===== src/rtl/c8_pkg.sv =====
// Shared types, constants and font table for the CHIP-8 instruction core.
package c8_pkg;

    localparam int MEMORY_BYTES  = 4096;
    localparam int STACK_DEPTH   = 16;
    localparam int SCREEN_WIDTH  = 64;
    localparam int SCREEN_HEIGHT = 32;
    localparam int ADDR_W        = 12;
    localparam int ROW_W         = 5;
    localparam int FONT_BYTES    = 80;

    localparam logic [11:0] PROGRAM_START = 12'h200;
    localparam logic [11:0] FONT_BASE     = 12'h050;

    typedef enum logic [1:0] {
        CMD_LOAD = 2'd0,
        CMD_RUN  = 2'd1,
        CMD_ROW  = 2'd2,
        CMD_NONE = 2'd3
    } cmd_t;

    typedef struct packed {
        logic [11:0] program_address;
        logic [15:0] executed_opcode;
        logic [7:0]  flag_value;
        logic [63:0] row_pixels;
        logic        awaiting_key;
        logic        tone_active;
    } result_t;

    // Memory port request from the sequencer to the memory unit.
    typedef struct packed {
        logic        we;
        logic [11:0] addr;
        logic [7:0]  wdata;
    } mem_req_t;

    function automatic logic [7:0] font_byte(input logic [6:0] i);
        logic [7:0] f;
        unique case (i)
            7'd0: f = 8'hF0;  7'd1: f = 8'h90;  7'd2: f = 8'h90;  7'd3: f = 8'h90;
            7'd4: f = 8'hF0;  7'd5: f = 8'h20;  7'd6: f = 8'h60;  7'd7: f = 8'h20;
            7'd8: f = 8'h20;  7'd9: f = 8'h70;  7'd10: f = 8'hF0; 7'd11: f = 8'h10;
            7'd12: f = 8'hF0; 7'd13: f = 8'h80; 7'd14: f = 8'hF0; 7'd15: f = 8'hF0;
            7'd16: f = 8'h10; 7'd17: f = 8'hF0; 7'd18: f = 8'h10; 7'd19: f = 8'hF0;
            7'd20: f = 8'h90; 7'd21: f = 8'h90; 7'd22: f = 8'hF0; 7'd23: f = 8'h10;
            7'd24: f = 8'h10; 7'd25: f = 8'hF0; 7'd26: f = 8'h80; 7'd27: f = 8'hF0;
            7'd28: f = 8'h10; 7'd29: f = 8'hF0; 7'd30: f = 8'hF0; 7'd31: f = 8'h80;
            7'd32: f = 8'hF0; 7'd33: f = 8'h90; 7'd34: f = 8'hF0; 7'd35: f = 8'hF0;
            7'd36: f = 8'h10; 7'd37: f = 8'h20; 7'd38: f = 8'h40; 7'd39: f = 8'h40;
            7'd40: f = 8'hF0; 7'd41: f = 8'h90; 7'd42: f = 8'hF0; 7'd43: f = 8'h90;
            7'd44: f = 8'hF0; 7'd45: f = 8'hF0; 7'd46: f = 8'h90; 7'd47: f = 8'hF0;
            7'd48: f = 8'h10; 7'd49: f = 8'hF0; 7'd50: f = 8'hF0; 7'd51: f = 8'h90;
            7'd52: f = 8'hF0; 7'd53: f = 8'h90; 7'd54: f = 8'h90; 7'd55: f = 8'hE0;
            7'd56: f = 8'h90; 7'd57: f = 8'hE0; 7'd58: f = 8'h90; 7'd59: f = 8'hE0;
            7'd60: f = 8'hF0; 7'd61: f = 8'h80; 7'd62: f = 8'h80; 7'd63: f = 8'h80;
            7'd64: f = 8'hF0; 7'd65: f = 8'hE0; 7'd66: f = 8'h90; 7'd67: f = 8'h90;
            7'd68: f = 8'h90; 7'd69: f = 8'hE0; 7'd70: f = 8'hF0; 7'd71: f = 8'h80;
            7'd72: f = 8'hF0; 7'd73: f = 8'h80; 7'd74: f = 8'hF0; 7'd75: f = 8'hF0;
            7'd76: f = 8'h80; 7'd77: f = 8'hF0; 7'd78: f = 8'h80; 7'd79: f = 8'h80;
            default: f = 8'h00;
        endcase
        return f;
    endfunction

endpackage


===== src/rtl/c8_fb.sv =====
// Framebuffer: 32 rows of 64 pixels, one row read or written per cycle, valid bits per row.
module c8_fb
    import c8_pkg::*;
(
    input  logic        aclk,
    input  logic        aresetn,
    input  logic [4:0]  addr,
    input  logic        we,
    input  logic [63:0] wdata,
    input  logic        clear_all,
    output logic [63:0] rdata
);
    logic [63:0] rows [SCREEN_HEIGHT];
    logic [SCREEN_HEIGHT-1:0] valid_reg, valid_next;
    logic [63:0] raw;
    logic        rvalid_reg;

    always_comb begin
        valid_next = valid_reg;
        if (clear_all) valid_next = '0;
        else if (we) valid_next[addr] = 1'b1;
    end

    always_ff @(posedge aclk) begin
        if (!aresetn) valid_reg <= '0;
        else valid_reg <= valid_next;
    end

    always_ff @(posedge aclk) begin
        if (we && !clear_all) rows[addr] <= wdata;
        raw <= rows[addr];
    end

    always_ff @(posedge aclk) begin
        if (!aresetn) rvalid_reg <= 1'b0;
        else rvalid_reg <= valid_reg[addr] && !clear_all;
    end

    assign rdata = rvalid_reg ? raw : 64'd0;
endmodule


===== config.mk =====
export PLATFORM = sky130hd
export DESIGN_NAME = c8_fb
export DESIGN_NICKNAME = d
export VERILOG_FILES = /design/src/rtl/c8_pkg.sv /design/src/rtl/c8_fb.sv
export SDC_FILE = /design/constraint.sdc
export NUM_CORES = 2
export LEC_CHECK = 0
export BUFFER_PORTS_ARGS = -buffer_cell sky130_fd_sc_hd__buf_2
export CAP_MARGIN = 0
export CELL_PAD_IN_SITES_DETAIL_PLACEMENT = 1
export CELL_PAD_IN_SITES_GLOBAL_PLACEMENT = 1
export CORE_MARGIN = 1.5
export CORE_UTILIZATION = 31
export DETAILED_ROUTE_END_ITERATION = 6
export PLACE_DENSITY_LB_ADDON = 0.1
export RECOVER_POWER = 25
export SYNTH_ARGS = -nofsm -noshare
export SYNTH_HDL_FRONTEND = slang
export SYNTH_SLANG_ARGS = --single-unit

===== constraint.sdc =====
create_clock -name aclk -period 7.05 [get_ports aclk]
set_clock_uncertainty 0.2 [all_clocks]
set_input_delay 1.41 -clock aclk [delete_from_list [all_inputs] [get_ports aclk]]
set_output_delay 1.41 -clock aclk [all_outputs]
set_load 0.05 [all_outputs]

==> results.json <==
{
  "drive_gt1_frac": 0.282,
  "avgViaCountPerCell": 5.23,
  "period_needed_ns": 4.49,
  "drc": 0,
  "largest_reg_flops": 2048,
  "grt_max_degree": 135,
  "numCtsBuffers": 230,
  "syn_nets": 3482,
  "synth.cell_area_mm2": 0.0796,
  "clk_latency_ns": 0.87,
  "die_h_um": 510,
  "cts_sinks": 2145,
  "stdcell_count": 7276,
  "worst_pin_slew_ns": 1.37,
  "yosysWarnings": 0,
  "core_mm2": 0.255,
  "dieArea_mm2": 0.260,
  "peakVddDrop_v": 0.000248,
  "grt_util_all_layers": 0.192,
  "wl_mm": 249,
  "ant_nets": 0,
  "async_flop_share": 0,
  "vias": 38024,
  "nets": 3767,
  "n_fill_cell": 24166,
  "ios": 137,
  "first_pass_iters": 5,
  "timing.fmax_ghz": 0.223,
  "port_buffers": 136,
  "ys_seq_area_frac": 0.797,
  "die_x_um": 510,
  "required_ns": 5.44,
  "grt_pass1_wl_mm": 344,
  "dp_cells": 6828,
  "cp_data_arrival_time_ns": 2.88,
  "hpwl_mm": 123,
  "criticalPathCategory": "register to primary output",
  "postSynthAreaPerCell_um2": 23.4,
  "placed_cell_area_mm2": 0.0851,
  "layout.cell_area.non_filler_mm2": 0.0925,
  "syn_inst": 3409,
  "synth_edf_count": 2048,
  "final_hold_viol_count": 0,
  "status": "finished, final reports clean",
  "setup_viol": 0,
  "cp_max_fo": 34,
  "initial_core_util": 0.313,
  "grt_overflow": 0,
  "hold_buffers": 0,
  "ys_seq_elements": 2145,
  "p_per_area_mw_per_mm2": 293,
  "drtIter0Drc": 3350,
  "final-max-slew-violation-count": 0,
  "clkSlewWorstSetupHoldPaths_ns": 0.06,
  "min_path_type": "register to register",
  "gp_congestion": 0.700,
  "rsz0062_at_grt": "no",
  "post-route-period-util": 0.637,
  "h-tree-depth": 4,
  "cellLeakagePower_uw": 0.0284,
  "yosysUniqueCellTypes": 30,
  "ys.flop_type": "edfxtp_1",
  "clk_path_buf_depth": 3,
  "worstSetupEndpointType": "primary output",
  "cts_tree": "built",
  "antenna_found_initial": 24,
  "root_buffer": "clkbuf_16",
  "synthToLayoutAreaGrowth_pct": 16.2,
  "layout_commonest_cell": "edfxtp_1",
  "postCtsResizedCells": 0,
  "setup_tns_ns": 0,
  "cts_setup_buffers": 0,
  "worst_slew_margin_rel": 0.0846,
  "critPathLaunchType": "register",
  "grt_pass1_vias": 40664,
  "placementRows": 185,
  "drv_cap": 0,
  "drt-wirelength-per-cell_um": 34.2,
  "final_cell_mix": "edfxtp_1 (2048), mux4_2 (512), a22oi_1 (258)"
}
-- cells by family (layout without fill, tap and decap cells) --
| group | Yosys count | after routing | synth area share |
|---|---|---|---|
| buffers and inverters | 200 | 689 | 0.0132 |
| flip-flops | 2145 | 2145 | 0.797 |
| other | 0 | 12 | 0 |
| AND/OR/NAND/NOR | 239 | 239 | 0.0165 |
| multiplexers | 528 | 528 | 0.147 |
| AO/OA/AOI/OAI | 297 | 297 | 0.0270 |
-- through the flow --
stage | worst slack (ns) | utilization | total power [uW] | hold slack [ns]
3_5_place_dp | 1.77 | 0.334 | 15500 | 0.256
2_1_floorplan | 1.23 | - | 15000 | 0.231
6_report | 2.56 | 0.363 | 27100 | 0.267
3_3_place_gp | 1.79 | 0.334 | 15500 | 0.244
5_1_grt | 2.34 | 0.363 | 27900 | 0.292
4_1_cts | 2.34 | 0.363 | 27500 | 0.269
-- worst paths after layout --
check | end | slack [ns] | depth (start not counted) | startpoint
hold reg to reg | valid_reg[9] | 0.27 | 2 | valid_reg[9]
setup reg to reg | raw[46] | 5.18 | 3 | rows[31][46]
hold / removal | valid_reg[9] | 0.27 | 2 | valid_reg[9]
setup / recovery | rdata[20] | 2.56 | 3 | rvalid_reg
-- synth_stat cells, types with 14 or more instances --
| cell type | instances | share of area |
|---|---|---|
| edfxtp_1 | 2048 | 0.77 |
| mux4_2 | 512 | 0.14 |
| a22oi_1 | 258 | 0.024 |
| dfxtp_1 | 97 | 0.024 |
| clkbuf_1 | 78 | 0.0037 |
| and2_1 | 68 | 0.0053 |
| nor2_1 | 68 | 0.0032 |
| nand4_1 | 64 | 0.0050 |
| buf_2 | 59 | 0.0037 |
| buf_4 | 33 | 0.0031 |
| a21oi_1 | 32 | 0.0020 |
| buf_1 | 16 | 0.00075 |
| buf_6 | 14 | 0.0020 |
| mux2i_1 | 14 | 0.0018 |
-- metal layers --
layer	up-vias	wire (um)	global-route usage
met5	-	31	0
met2	745	121000	0.314
met4	6	4070	0.0381
li1	15250	-	-
met1	21738	115000	0.275
met3	285	8170	0.0246
-- critical path, stage by stage (launching register included) --
cell and delay (ns):
dfxtp_4 0.78, buf_4 0.57, and2_1 0.34, buf_2 0.31
-- where the power goes --
group          leakage [uW]  switching (uW)  internal [uW]
Sequential           0.0192            61.2          14100
Combinational       0.00552             647            367
Clock               0.00362            5120           6820
Total                0.0284            5830          21300
-- layout make-up --
type                    instances  area, um^2  share of cell area
clock buffers                 312        6290              0.0679
multi-input cells            1064       15400               0.167
flip-flops and latches       2145       63400               0.686
diodes                         12        30.0            0.000325
well taps                    3366        4210              0.0455
repair buffers                253        1990              0.0215
clock inverters               124        1130              0.0122
(Power assumes the default switching activity.)
