===== config.mk =====
export PLATFORM = sky130hd
export DESIGN_NAME = c8_seq
export DESIGN_NICKNAME = d
export VERILOG_FILES = /design/src/rtl/c8_pkg.sv /design/src/rtl/c8_seq.sv
export SDC_FILE = /design/constraint.sdc
export NUM_CORES = 2
export LEC_CHECK = 0
export BUFFER_PORTS_ARGS = -buffer_cell sky130_fd_sc_hd__buf_4
export CAP_MARGIN = 20
export CORE_UTILIZATION = 28
export CTS_CLUSTER_SIZE = 25
export DETAILED_ROUTE_END_ITERATION = 7
export PLACE_DENSITY = 0.41
export SYNTH_ARGS = -nofsm -noshare
export SYNTH_HDL_FRONTEND = slang
export SYNTH_SLANG_ARGS = --single-unit

===== constraint.sdc =====
create_clock -name aclk -period 10.2 [get_ports aclk]
set_input_delay 0.51 -clock aclk [delete_from_list [all_inputs] [get_ports aclk]]
set_output_delay 0.51 -clock aclk [all_outputs]
set_load 0.05 [all_outputs]

===== src/rtl/c8_pkg.sv =====
// Shared types, constants and font table for the CHIP-8 instruction core.
package c8_pkg;

    localparam int MEMORY_BYTES  = 4096;
    localparam int STACK_DEPTH   = 16;
    localparam int SCREEN_WIDTH  = 64;
    localparam int SCREEN_HEIGHT = 32;
    localparam int ADDR_W        = 12;
    localparam int ROW_W         = 5;
    localparam int FONT_BYTES    = 80;

    localparam logic [11:0] PROGRAM_START = 12'h200;
    localparam logic [11:0] FONT_BASE     = 12'h050;

    typedef enum logic [1:0] {
        CMD_LOAD = 2'd0,
        CMD_RUN  = 2'd1,
        CMD_ROW  = 2'd2,
        CMD_NONE = 2'd3
    } cmd_t;

    typedef struct packed {
        logic [11:0] program_address;
        logic [15:0] executed_opcode;
        logic [7:0]  flag_value;
        logic [63:0] row_pixels;
        logic        awaiting_key;
        logic        tone_active;
    } result_t;

    // Memory port request from the sequencer to the memory unit.
    typedef struct packed {
        logic        we;
        logic [11:0] addr;
        logic [7:0]  wdata;
    } mem_req_t;

    function automatic logic [7:0] font_byte(input logic [6:0] i);
        logic [7:0] f;
        unique case (i)
            7'd0: f = 8'hF0;  7'd1: f = 8'h90;  7'd2: f = 8'h90;  7'd3: f = 8'h90;
            7'd4: f = 8'hF0;  7'd5: f = 8'h20;  7'd6: f = 8'h60;  7'd7: f = 8'h20;
            7'd8: f = 8'h20;  7'd9: f = 8'h70;  7'd10: f = 8'hF0; 7'd11: f = 8'h10;
            7'd12: f = 8'hF0; 7'd13: f = 8'h80; 7'd14: f = 8'hF0; 7'd15: f = 8'hF0;
            7'd16: f = 8'h10; 7'd17: f = 8'hF0; 7'd18: f = 8'h10; 7'd19: f = 8'hF0;
            7'd20: f = 8'h90; 7'd21: f = 8'h90; 7'd22: f = 8'hF0; 7'd23: f = 8'h10;
            7'd24: f = 8'h10; 7'd25: f = 8'hF0; 7'd26: f = 8'h80; 7'd27: f = 8'hF0;
            7'd28: f = 8'h10; 7'd29: f = 8'hF0; 7'd30: f = 8'hF0; 7'd31: f = 8'h80;
            7'd32: f = 8'hF0; 7'd33: f = 8'h90; 7'd34: f = 8'hF0; 7'd35: f = 8'hF0;
            7'd36: f = 8'h10; 7'd37: f = 8'h20; 7'd38: f = 8'h40; 7'd39: f = 8'h40;
            7'd40: f = 8'hF0; 7'd41: f = 8'h90; 7'd42: f = 8'hF0; 7'd43: f = 8'h90;
            7'd44: f = 8'hF0; 7'd45: f = 8'hF0; 7'd46: f = 8'h90; 7'd47: f = 8'hF0;
            7'd48: f = 8'h10; 7'd49: f = 8'hF0; 7'd50: f = 8'hF0; 7'd51: f = 8'h90;
            7'd52: f = 8'hF0; 7'd53: f = 8'h90; 7'd54: f = 8'h90; 7'd55: f = 8'hE0;
            7'd56: f = 8'h90; 7'd57: f = 8'hE0; 7'd58: f = 8'h90; 7'd59: f = 8'hE0;
            7'd60: f = 8'hF0; 7'd61: f = 8'h80; 7'd62: f = 8'h80; 7'd63: f = 8'h80;
            7'd64: f = 8'hF0; 7'd65: f = 8'hE0; 7'd66: f = 8'h90; 7'd67: f = 8'h90;
            7'd68: f = 8'h90; 7'd69: f = 8'hE0; 7'd70: f = 8'hF0; 7'd71: f = 8'h80;
            7'd72: f = 8'hF0; 7'd73: f = 8'h80; 7'd74: f = 8'hF0; 7'd75: f = 8'hF0;
            7'd76: f = 8'h80; 7'd77: f = 8'hF0; 7'd78: f = 8'h80; 7'd79: f = 8'h80;
            default: f = 8'h00;
        endcase
        return f;
    endfunction

endpackage


===== src/rtl/c8_seq.sv =====
// Sequencer: fetch, decode and execute as a state machine using the memory port and framebuffer row port.
module c8_seq
    import c8_pkg::*;
#(
    parameter int STACK_DEPTH_P = STACK_DEPTH
) (
    input  logic        aclk,
    input  logic        aresetn,
    input  logic        start,
    input  logic [1:0]  cmd,
    input  logic [11:0] load_address,
    input  logic [7:0]  load_data,
    input  logic [15:0] keys,
    input  logic [7:0]  rnd,
    input  logic [4:0]  row_sel,
    output logic        busy,
    output logic        done,
    output result_t     result,
    output mem_req_t    mreq,
    input  logic [7:0]  mrdata,
    output logic [4:0]  fb_addr,
    output logic        fb_we,
    output logic [63:0] fb_wdata,
    output logic        fb_clear,
    input  logic [63:0] fb_rdata
);
    localparam int SP_W = $clog2(STACK_DEPTH_P);

    typedef enum logic [11:0] {
        S_IDLE  = 12'b000000000001,
        S_F0    = 12'b000000000010,
        S_F1    = 12'b000000000100,
        S_F2    = 12'b000000001000,
        S_EXEC  = 12'b000000010000,
        S_DRD   = 12'b000000100000,
        S_DWAIT = 12'b000001000000,
        S_DROW  = 12'b000010000000,
        S_MOVE  = 12'b000100000000,
        S_BCD   = 12'b001000000000,
        S_ROW   = 12'b010000000000,
        S_DONE  = 12'b100000000000
    } state_t;

    state_t      st_reg, st_next;
    logic [7:0]  v_reg [16];
    logic [7:0]  v_next [16];
    logic [15:0] i_reg, i_next;
    logic [11:0] pc_reg, pc_next;
    logic [11:0] stk [STACK_DEPTH_P];
    logic        stk_we;
    logic [SP_W-1:0] sp_reg, sp_next;
    logic [7:0]  dt_reg, dt_next, st_cnt_reg, st_cnt_next;
    logic [15:0] op_reg, op_next;
    logic [15:0] keys_reg, keys_next;
    logic [7:0]  rnd_reg, rnd_next;
    logic [4:0]  rsel_reg, rsel_next;
    logic [1:0]  cmd_reg, cmd_next;
    logic [3:0]  cnt_reg, cnt_next;
    logic [7:0]  tmp_reg, tmp_next;
    logic [7:0]  dig_reg, dig_next;
    logic        wait_reg, wait_next;
    logic [63:0] row_reg, row_next;

    logic [3:0]  ox, oy, on;
    logic [7:0]  okk, vx, vy;
    logic [11:0] nnn;
    logic [11:0] pc2;
    logic [15:0] ia;
    logic [8:0]  sum;
    logic [8:0]  dxy, dyx;
    logic [5:0]  xs;
    logic [4:0]  ys;
    logic [5:0]  py;
    logic [70:0] spr;
    logic [63:0] mask;
    logic        key_hit;
    logic [3:0]  first_key;
    logic        any_key;

    assign ox  = op_reg[11:8];
    assign oy  = op_reg[7:4];
    assign on  = op_reg[3:0];
    assign okk = op_reg[7:0];
    assign nnn = op_reg[11:0];
    assign vx  = v_reg[ox];
    assign vy  = v_reg[oy];
    assign pc2 = pc_reg + 12'd2;
    assign ia  = i_reg + 16'(cnt_reg);
    assign sum = {1'b0, vx} + {1'b0, vy};
    assign dxy = {1'b0, vx} - {1'b0, vy};
    assign dyx = {1'b0, vy} - {1'b0, vx};
    assign xs  = vx[5:0];
    assign ys  = vy[4:0];
    assign py  = {1'b0, ys} + {2'b00, cnt_reg};
    assign spr = {tmp_reg, 63'd0} >> xs;
    assign mask = spr[70:7];
    assign key_hit = (vx < 8'd16) && keys_reg[vx[3:0]];

    always_comb begin
        any_key = 1'b0;
        first_key = 4'd0;
        for (int k = 15; k >= 0; k--) begin
            if (keys_reg[k]) begin
                any_key = 1'b1;
                first_key = 4'(k);
            end
        end
    end

    always_comb begin
        st_next = st_reg;
        for (int k = 0; k < 16; k++) v_next[k] = v_reg[k];
        i_next = i_reg; pc_next = pc_reg; sp_next = sp_reg;
        dt_next = dt_reg; st_cnt_next = st_cnt_reg; op_next = op_reg;
        keys_next = keys_reg; rnd_next = rnd_reg; rsel_next = rsel_reg;
        cmd_next = cmd_reg; cnt_next = cnt_reg; tmp_next = tmp_reg;
        dig_next = dig_reg; wait_next = wait_reg; row_next = row_reg;
        stk_we = 1'b0;
        mreq = '{we: 1'b0, addr: pc_reg, wdata: 8'h00};
        fb_addr = rsel_reg; fb_we = 1'b0; fb_wdata = 64'd0; fb_clear = 1'b0;

        unique case (st_reg)
            S_IDLE: begin
                if (start) begin
                    cmd_next = cmd; keys_next = keys; rnd_next = rnd;
                    rsel_next = row_sel;
                    wait_next = 1'b0; row_next = 64'd0; cnt_next = 4'd0;
                    unique case (cmd_t'(cmd))
                        CMD_RUN:  st_next = S_F0;
                        CMD_ROW:  st_next = S_ROW;
                        CMD_LOAD: st_next = S_DONE;
                        CMD_NONE: st_next = S_DONE;
                    endcase
                    if (cmd_t'(cmd) == CMD_LOAD) begin
                        mreq = '{we: 1'b1, addr: load_address, wdata: load_data};
                    end
                    mreq.addr = (cmd_t'(cmd) == CMD_RUN) ? pc_reg : load_address;
                end
            end
            S_F0: begin
                mreq.addr = pc_reg + 12'd1;
                op_next[15:8] = mrdata;
                st_next = S_F1;
            end
            S_F1: begin
                op_next[7:0] = mrdata;
                st_next = S_F2;
            end
            S_F2: begin
                pc_next = pc2;
                st_next = S_EXEC;
            end
            S_EXEC: begin
                st_next = S_DONE;
                unique case (op_reg[15:12])
                    4'h0: begin
                        if (op_reg == 16'h00E0) fb_clear = 1'b1;
                        else if (op_reg == 16'h00EE) begin
                            sp_next = (sp_reg == '0) ? SP_W'(STACK_DEPTH_P - 1)
                                                     : sp_reg - 1'b1;
                            pc_next = stk[sp_next];
                        end
                    end
                    4'h1: pc_next = nnn;
                    4'h2: begin
                        stk_we = 1'b1;
                        sp_next = (sp_reg == SP_W'(STACK_DEPTH_P - 1)) ? '0 : sp_reg + 1'b1;
                        pc_next = nnn;
                    end
                    4'h3: if (vx == okk) pc_next = pc_reg + 12'd2;
                    4'h4: if (vx != okk) pc_next = pc_reg + 12'd2;
                    4'h5: if (vx == vy) pc_next = pc_reg + 12'd2;
                    4'h6: v_next[ox] = okk;
                    4'h7: v_next[ox] = vx + okk;
                    4'h8: begin
                        unique case (on)
                            4'h0: v_next[ox] = vy;
                            4'h1: v_next[ox] = vx | vy;
                            4'h2: v_next[ox] = vx & vy;
                            4'h3: v_next[ox] = vx ^ vy;
                            4'h4: begin v_next[15] = {7'd0, sum[8]}; v_next[ox] = sum[7:0]; end
                            4'h5: begin v_next[15] = {7'd0, vx > vy}; v_next[ox] = dxy[7:0]; end
                            4'h6: begin v_next[15] = {7'd0, vx[0]}; v_next[ox] = vx >> 1; end
                            4'h7: begin v_next[15] = {7'd0, vy > vx}; v_next[ox] = dyx[7:0]; end
                            4'hE: begin v_next[15] = {7'd0, vx[7]}; v_next[ox] = vx << 1; end
                            default: ;
                        endcase
                    end
                    4'h9: if (vx != vy) pc_next = pc_reg + 12'd2;
                    4'hA: i_next = {4'd0, nnn};
                    4'hB: pc_next = nnn + {4'd0, v_reg[0]};
                    4'hC: v_next[ox] = rnd_reg & okk;
                    4'hD: begin
                        cnt_next = 4'd0;
                        dig_next = 8'd0;
                        if (on != 4'd0) begin
                            st_next = S_DRD;
                        end else v_next[15] = 8'd0;
                    end
                    4'hE: begin
                        if (okk == 8'h9E && key_hit) pc_next = pc_reg + 12'd2;
                        else if (okk == 8'hA1 && !key_hit) pc_next = pc_reg + 12'd2;
                    end
                    4'hF: begin
                        unique case (okk)
                            8'h07: v_next[ox] = dt_reg;
                            8'h0A: begin
                                if (any_key) v_next[ox] = {4'd0, first_key};
                                else begin pc_next = pc_reg - 12'd2; wait_next = 1'b1; end
                            end
                            8'h15: dt_next = vx;
                            8'h18: st_cnt_next = vx;
                            8'h1E: i_next = i_reg + {8'd0, vx};
                            8'h29: i_next = 16'(FONT_BASE) + ({8'd0, vx} << 2) + {8'd0, vx};
                            8'h33: begin
                                tmp_next = vx; dig_next = 8'd0; cnt_next = 4'd0;
                                st_next = S_BCD;
                            end
                            8'h55, 8'h65: begin
                                cnt_next = 4'd0; tmp_next = 8'd0; st_next = S_MOVE;
                                mreq.addr = ia[11:0];
                            end
                            default: ;
                        endcase
                    end
                endcase
                if (st_next == S_DONE) begin
                    if (dt_next != 8'd0 && !(op_reg[15:12] == 4'hF && okk == 8'h15))
                        dt_next = dt_next - 1'b1;
                    else if (op_reg[15:12] == 4'hF && okk == 8'h15 && dt_next != 8'd0)
                        dt_next = dt_next - 1'b1;
                    if (st_cnt_next != 8'd0) st_cnt_next = st_cnt_next - 1'b1;
                end
            end
            // Sprite: issue byte read, then row read/modify/write; VF written at the end.
            S_DRD: begin
                mreq.addr = ia[11:0];
                st_next = S_DWAIT;
            end
            S_DWAIT: begin
                fb_addr = py[4:0];
                tmp_next = mrdata;
                st_next = S_DROW;
            end
            S_DROW: begin
                fb_addr = py[4:0];
                if (!py[5]) begin
                    fb_we = 1'b1;
                    fb_wdata = fb_rdata ^ mask;
                    if ((fb_rdata & mask) != 64'd0) dig_next = 8'd1;
                end
                cnt_next = cnt_reg + 1'b1;
                if (cnt_reg == on - 4'd1) begin
                    st_next = S_DONE;
                    v_next[15] = {7'd0, dig_next[0]};
                    if (dt_reg != 8'd0) dt_next = dt_reg - 1'b1;
                    if (st_cnt_reg != 8'd0) st_cnt_next = st_cnt_reg - 1'b1;
                end else st_next = S_DRD;
            end
            // Block move: Fx55 writes a byte per pass; Fx65 reads, then loads from registered data.
            S_MOVE: begin
                mreq.addr = ia[11:0];
                if (okk == 8'h55) begin
                    mreq.we = 1'b1;
                    mreq.wdata = v_reg[cnt_reg];
                    tmp_next = 8'd0;
                end
                if (okk == 8'h65 && tmp_reg[0]) begin
                    v_next[cnt_reg] = mrdata;
                    tmp_next = 8'd0;
                    cnt_next = cnt_reg + 1'b1;
                end else if (okk == 8'h65) begin
                    tmp_next = 8'd1;
                end else cnt_next = cnt_reg + 1'b1;
                if ((okk == 8'h55 || tmp_reg[0]) && cnt_reg == ox) begin
                    st_next = S_DONE;
                    if (dt_reg != 8'd0) dt_next = dt_reg - 1'b1;
                    if (st_cnt_reg != 8'd0) st_cnt_next = st_cnt_reg - 1'b1;
                end
            end
            // BCD by repeated subtraction of 100 and then of 10, writing the hundreds, tens and ones digits.
            S_BCD: begin
                mreq.addr = ia[11:0];
                if (cnt_reg == 4'd0 && tmp_reg >= 8'd100) begin
                    tmp_next = tmp_reg - 8'd100; dig_next = dig_reg + 1'b1;
                end else if (cnt_reg == 4'd1 && tmp_reg >= 8'd10) begin
                    tmp_next = tmp_reg - 8'd10; dig_next = dig_reg + 1'b1;
                end else begin
                    mreq.we = 1'b1;
                    mreq.wdata = (cnt_reg == 4'd2) ? tmp_reg : dig_reg;
                    dig_next = 8'd0;
                    cnt_next = cnt_reg + 1'b1;
                    if (cnt_reg == 4'd2) begin
                        st_next = S_DONE;
                        if (dt_reg != 8'd0) dt_next = dt_reg - 1'b1;
                        if (st_cnt_reg != 8'd0) st_cnt_next = st_cnt_reg - 1'b1;
                    end
                end
            end
            S_ROW: begin
                fb_addr = rsel_reg;
                cnt_next = cnt_reg + 1'b1;
                if (cnt_reg == 4'd1) begin
                    row_next = fb_rdata;
                    st_next = S_DONE;
                end
            end
            S_DONE: st_next = S_IDLE;
            default: st_next = S_IDLE;
        endcase
    end

    always_ff @(posedge aclk) begin
        if (stk_we) stk[sp_reg] <= pc_reg;
    end

    always_ff @(posedge aclk) begin
        if (!aresetn) begin
            st_reg <= S_IDLE;
            for (int k = 0; k < 16; k++) v_reg[k] <= 8'd0;
            i_reg <= '0; pc_reg <= PROGRAM_START; sp_reg <= '0;
            dt_reg <= '0; st_cnt_reg <= '0; op_reg <= '0;
            cmd_reg <= '0; cnt_reg <= '0; wait_reg <= 1'b0;
        end else begin
            st_reg <= st_next;
            for (int k = 0; k < 16; k++) v_reg[k] <= v_next[k];
            i_reg <= i_next; pc_reg <= pc_next; sp_reg <= sp_next;
            dt_reg <= dt_next; st_cnt_reg <= st_cnt_next; op_reg <= op_next;
            cmd_reg <= cmd_next; cnt_reg <= cnt_next; wait_reg <= wait_next;
        end
    end

    always_ff @(posedge aclk) begin
        keys_reg <= keys_next; rnd_reg <= rnd_next; rsel_reg <= rsel_next;
        tmp_reg <= tmp_next; dig_reg <= dig_next; row_reg <= row_next;
    end

    assign busy = (st_reg != S_IDLE);
    assign done = (st_reg == S_DONE);
    always_comb begin
        result.program_address = pc_reg;
        result.executed_opcode = (cmd_t'(cmd_reg) == CMD_RUN) ? op_reg : 16'd0;
        result.flag_value      = v_reg[15];
        result.row_pixels      = row_reg;
        result.awaiting_key    = wait_reg;
        result.tone_active     = (st_cnt_reg != 8'd0);
    end
endmodule


==> summary.md <==
| Metric | Value |
|---|---|
| Status | finished clean |
| CP Capture Type | register |
| Die height | 385 um |
| Via density | 6.29 |
| DRT Wirelength | 237000 um |
| Core Region | 146000 sq um |
| Slew Viols, Final | 0 |
| CP arrival | 7640 ps |
| Syn Area/Cell | 8.53 sq um |
| Relative slew slack | 0.140 |
| Max FFs per register | 192 |
| Fill count | 15300 |
| Syn nets | 5136 |
| Slew of the pin with the lowest slew margin | ~1300 ps |
| Post-CTS Setup Repair Bufs | 0 |
| Final worst path period need | 7120 ps |
| Num CTS Buffers | 70 |
| Iter 0 DRT Violations | 5772 |
| Pwr dens | between 100 and 150 nW/um^2 |
| Post-Syn Area | 41200 sq um |
| H-tree depth | 3 |
| Critical-path maximum fanout | 21 |
| Synth-to-Final Area Change | 18.1% |
| Number of flops mapped to enable cells by yosys | between 300 and 400 |
| Placed Area | 46000 sq um |
| Clk_lat worst skew | 710 ps |
| HPWL Detailed | 171000 um |
| Synth Warn # | 0 |
| Seq cells post-synth | between 500 and 600 |
| Synth cell types | 88 |
| Layout cells sized above 1 | 0.177 |
| Initial Util | 0.283 |
| Yosys top cell by area | edfxtp_1 |
| Setup violators final | 0 |
| HP Start | rnd[6] |
| Vias in the first global route | 41500 |
| CTS clk-pin slew, worst paths | 60 ps |
| GR Overflow Total | 0 |
| Fmax | ~140 MHz |
| Seq/Total Area, Yosys | 0.326 |
| Hold_ws | 38.5 ps |
| IO Count | 322 |
| Async SR Flop Fraction | 0 |
| DRC | 0 |
| DRT antenna net count | 0 |
| # port buffers | 321 |
| Gpl congestion | 0.995 |
| Horiz. Die Dim | 385 um |
| TritonCTS clock tree | yes |
| Initial antenna violation count | 13 |
| Root Buffer | clkbuf_16 |
| Multi-input combinational cell area | 25900 sq um |
| Cell leakage power | 17.9 nW |
| Std cell rows | 140 |
| Final Cell Area | around 49000 sq um |
| Yosys top cell area share | 0.220 |
| HP Class | in2reg |
| First-pass GRT wire length | roughly 330000 um |
| First-pass iteration count of the detailed router | 6 |
| Startpoint Class | register |
| Critical path class | reg2reg |
| Die area | around 150000 sq um |
| Mapped Cells | 4829 |
| Gr usage total | 0.309 |
| Commonest non-fill, non-tap cells in the layout | o21ai_0 (533), buf_4 (517), a21oi_1 (441) |
| CP required | 10720 ps |
| Clk sinks | 520 |
| Most used DFF post-synth | edfxtp_1 |
| Commonest non-fill, non-tap cell in the layout | o21ai_0 |
| Seq. cell area | 13400 sq um |
| Crit share post-route | 0.698 |
| # nets final | 5309 |
| Unrepaired setup endpoints after global routing | false |
| Max Cap Viol | 0 |
| Vias | 43900 |
| Buffer depth of the longest clock path | 3 |
| TNS Setup | 0 ps |
| Synth top area cells | edfxtp_1 (22%), dfxtp_1 (11%), mux4_2 (9.2%) |
| Max IR drop VDD | 0.000116 V |
| Pin count of the biggest net entering global routing | 81 |
| Number of hold violations in the final report | 0 |
| DR WL/cell | 33.9 um |
| Worst clock skew | 33.5 ps |
layout make-up:
type / count / share of cell area
tap: 1917 / 0.0493
clock buffer: 95 / 0.0411
antenna: 7 / 0.000360
timing repair buffer: 541 / 0.0850
clock inverter: 30 / 0.00708
sequential: 520 / 0.276
multi-input combinational: 3763 / 0.533
inverter: 106 / 0.00823
critical path: stages (launching register included):
cell and delay (ps):
dfxtp_2 830, buf_4 390, mux4_2 540, mux4_2 700, inv_1 550, ha_1 470, o311ai_0 440, xnor2_1 110
a2111oi_1 1050, nand3_1 400, o22ai_1 950, a21oi_1 170, o221ai_1 210, a31oi_1 110
cell families after synthesis:
group | after synthesis | synth area share
AOI/OAI and AO/OA | 1674 | 0.251
and+or+nand+nor | 1546 | 0.179
buffers and inverters | 546 | 0.0512
DFF | 520 | 0.326
muxes | 261 | 0.115
adders and majority gates | 181 | 0.0566
xor gates and xnor gates | 101 | 0.0215
final timing paths:
check	endpoint	slack [ps]	cells after the start
setup reg to reg	v_reg[14][5]	3080	13
setup / recovery	v_reg[14][5]	3080	13
hold reg to reg	dt_reg[5]	490	2
hold / removal	rnd_reg[6]	40	1
timing repair:
action,in CTS,in global routing
hold buffers,21,0
gates resized for setup,0,0
hold endpoints to repair,21,0
report_power, final:
group,leakage (nW),switching (W),internal [W]
logic,12.1,0.000773,0.000266
clock network,1.15,0.00112,0.00147
registers,4.65,0.0000581,0.00235
total,17.9,0.00195,0.00408
cell usage after synthesis (64+ instances only):
| library cell | count |
|---|---|
| clkbuf_1 | 382 |
| xnor2_1 | 64 |
| a31oi_1 | 102 |
| a21oi_1 | 442 |
| and2_1 | 172 |
| o21ai_0 | 536 |
| dfxtp_1 | 219 |
| nand2_1 | 415 |
| ha_1 | 172 |
| mux4_2 | 168 |
| nor3_1 | 92 |
| a22oi_1 | 69 |
| nor2_1 | 454 |
| inv_1 | 102 |
| edfxtp_1 | 301 |
| mux2i_1 | 77 |
| nand3_1 | 120 |
routing by layer:
metal	wire length, um	share of wire	global-route usage	vias to the layer above
met1	94700	0.40	0.397	21800
met5	69	0.00029	0	-
met4	16900	0.071	0.193	12
li1	-	-	-	18600
met3	22600	0.095	0.0713	686
met2	103000	0.43	0.469	2802
per-stage QoR:
| stage | setup slack, ps | util | cells | total power [W] |
|---|---|---|---|---|
| after floorplan | 3700 | - | 4829 | 0.00306 |
| after global placement | 3310 | 0.316 | 6821 | 0.00348 |
| after detailed placement | 3380 | 0.316 | 6824 | 0.00347 |
| after CTS | 3350 | 0.333 | 6970 | 0.00608 |
| after global routing | 3010 | 0.334 | 6975 | 0.00620 |
| final | 3080 | 0.334 | 6979 | 0.00603 |
No activity file was read; power rests on OpenSTA's default activity.
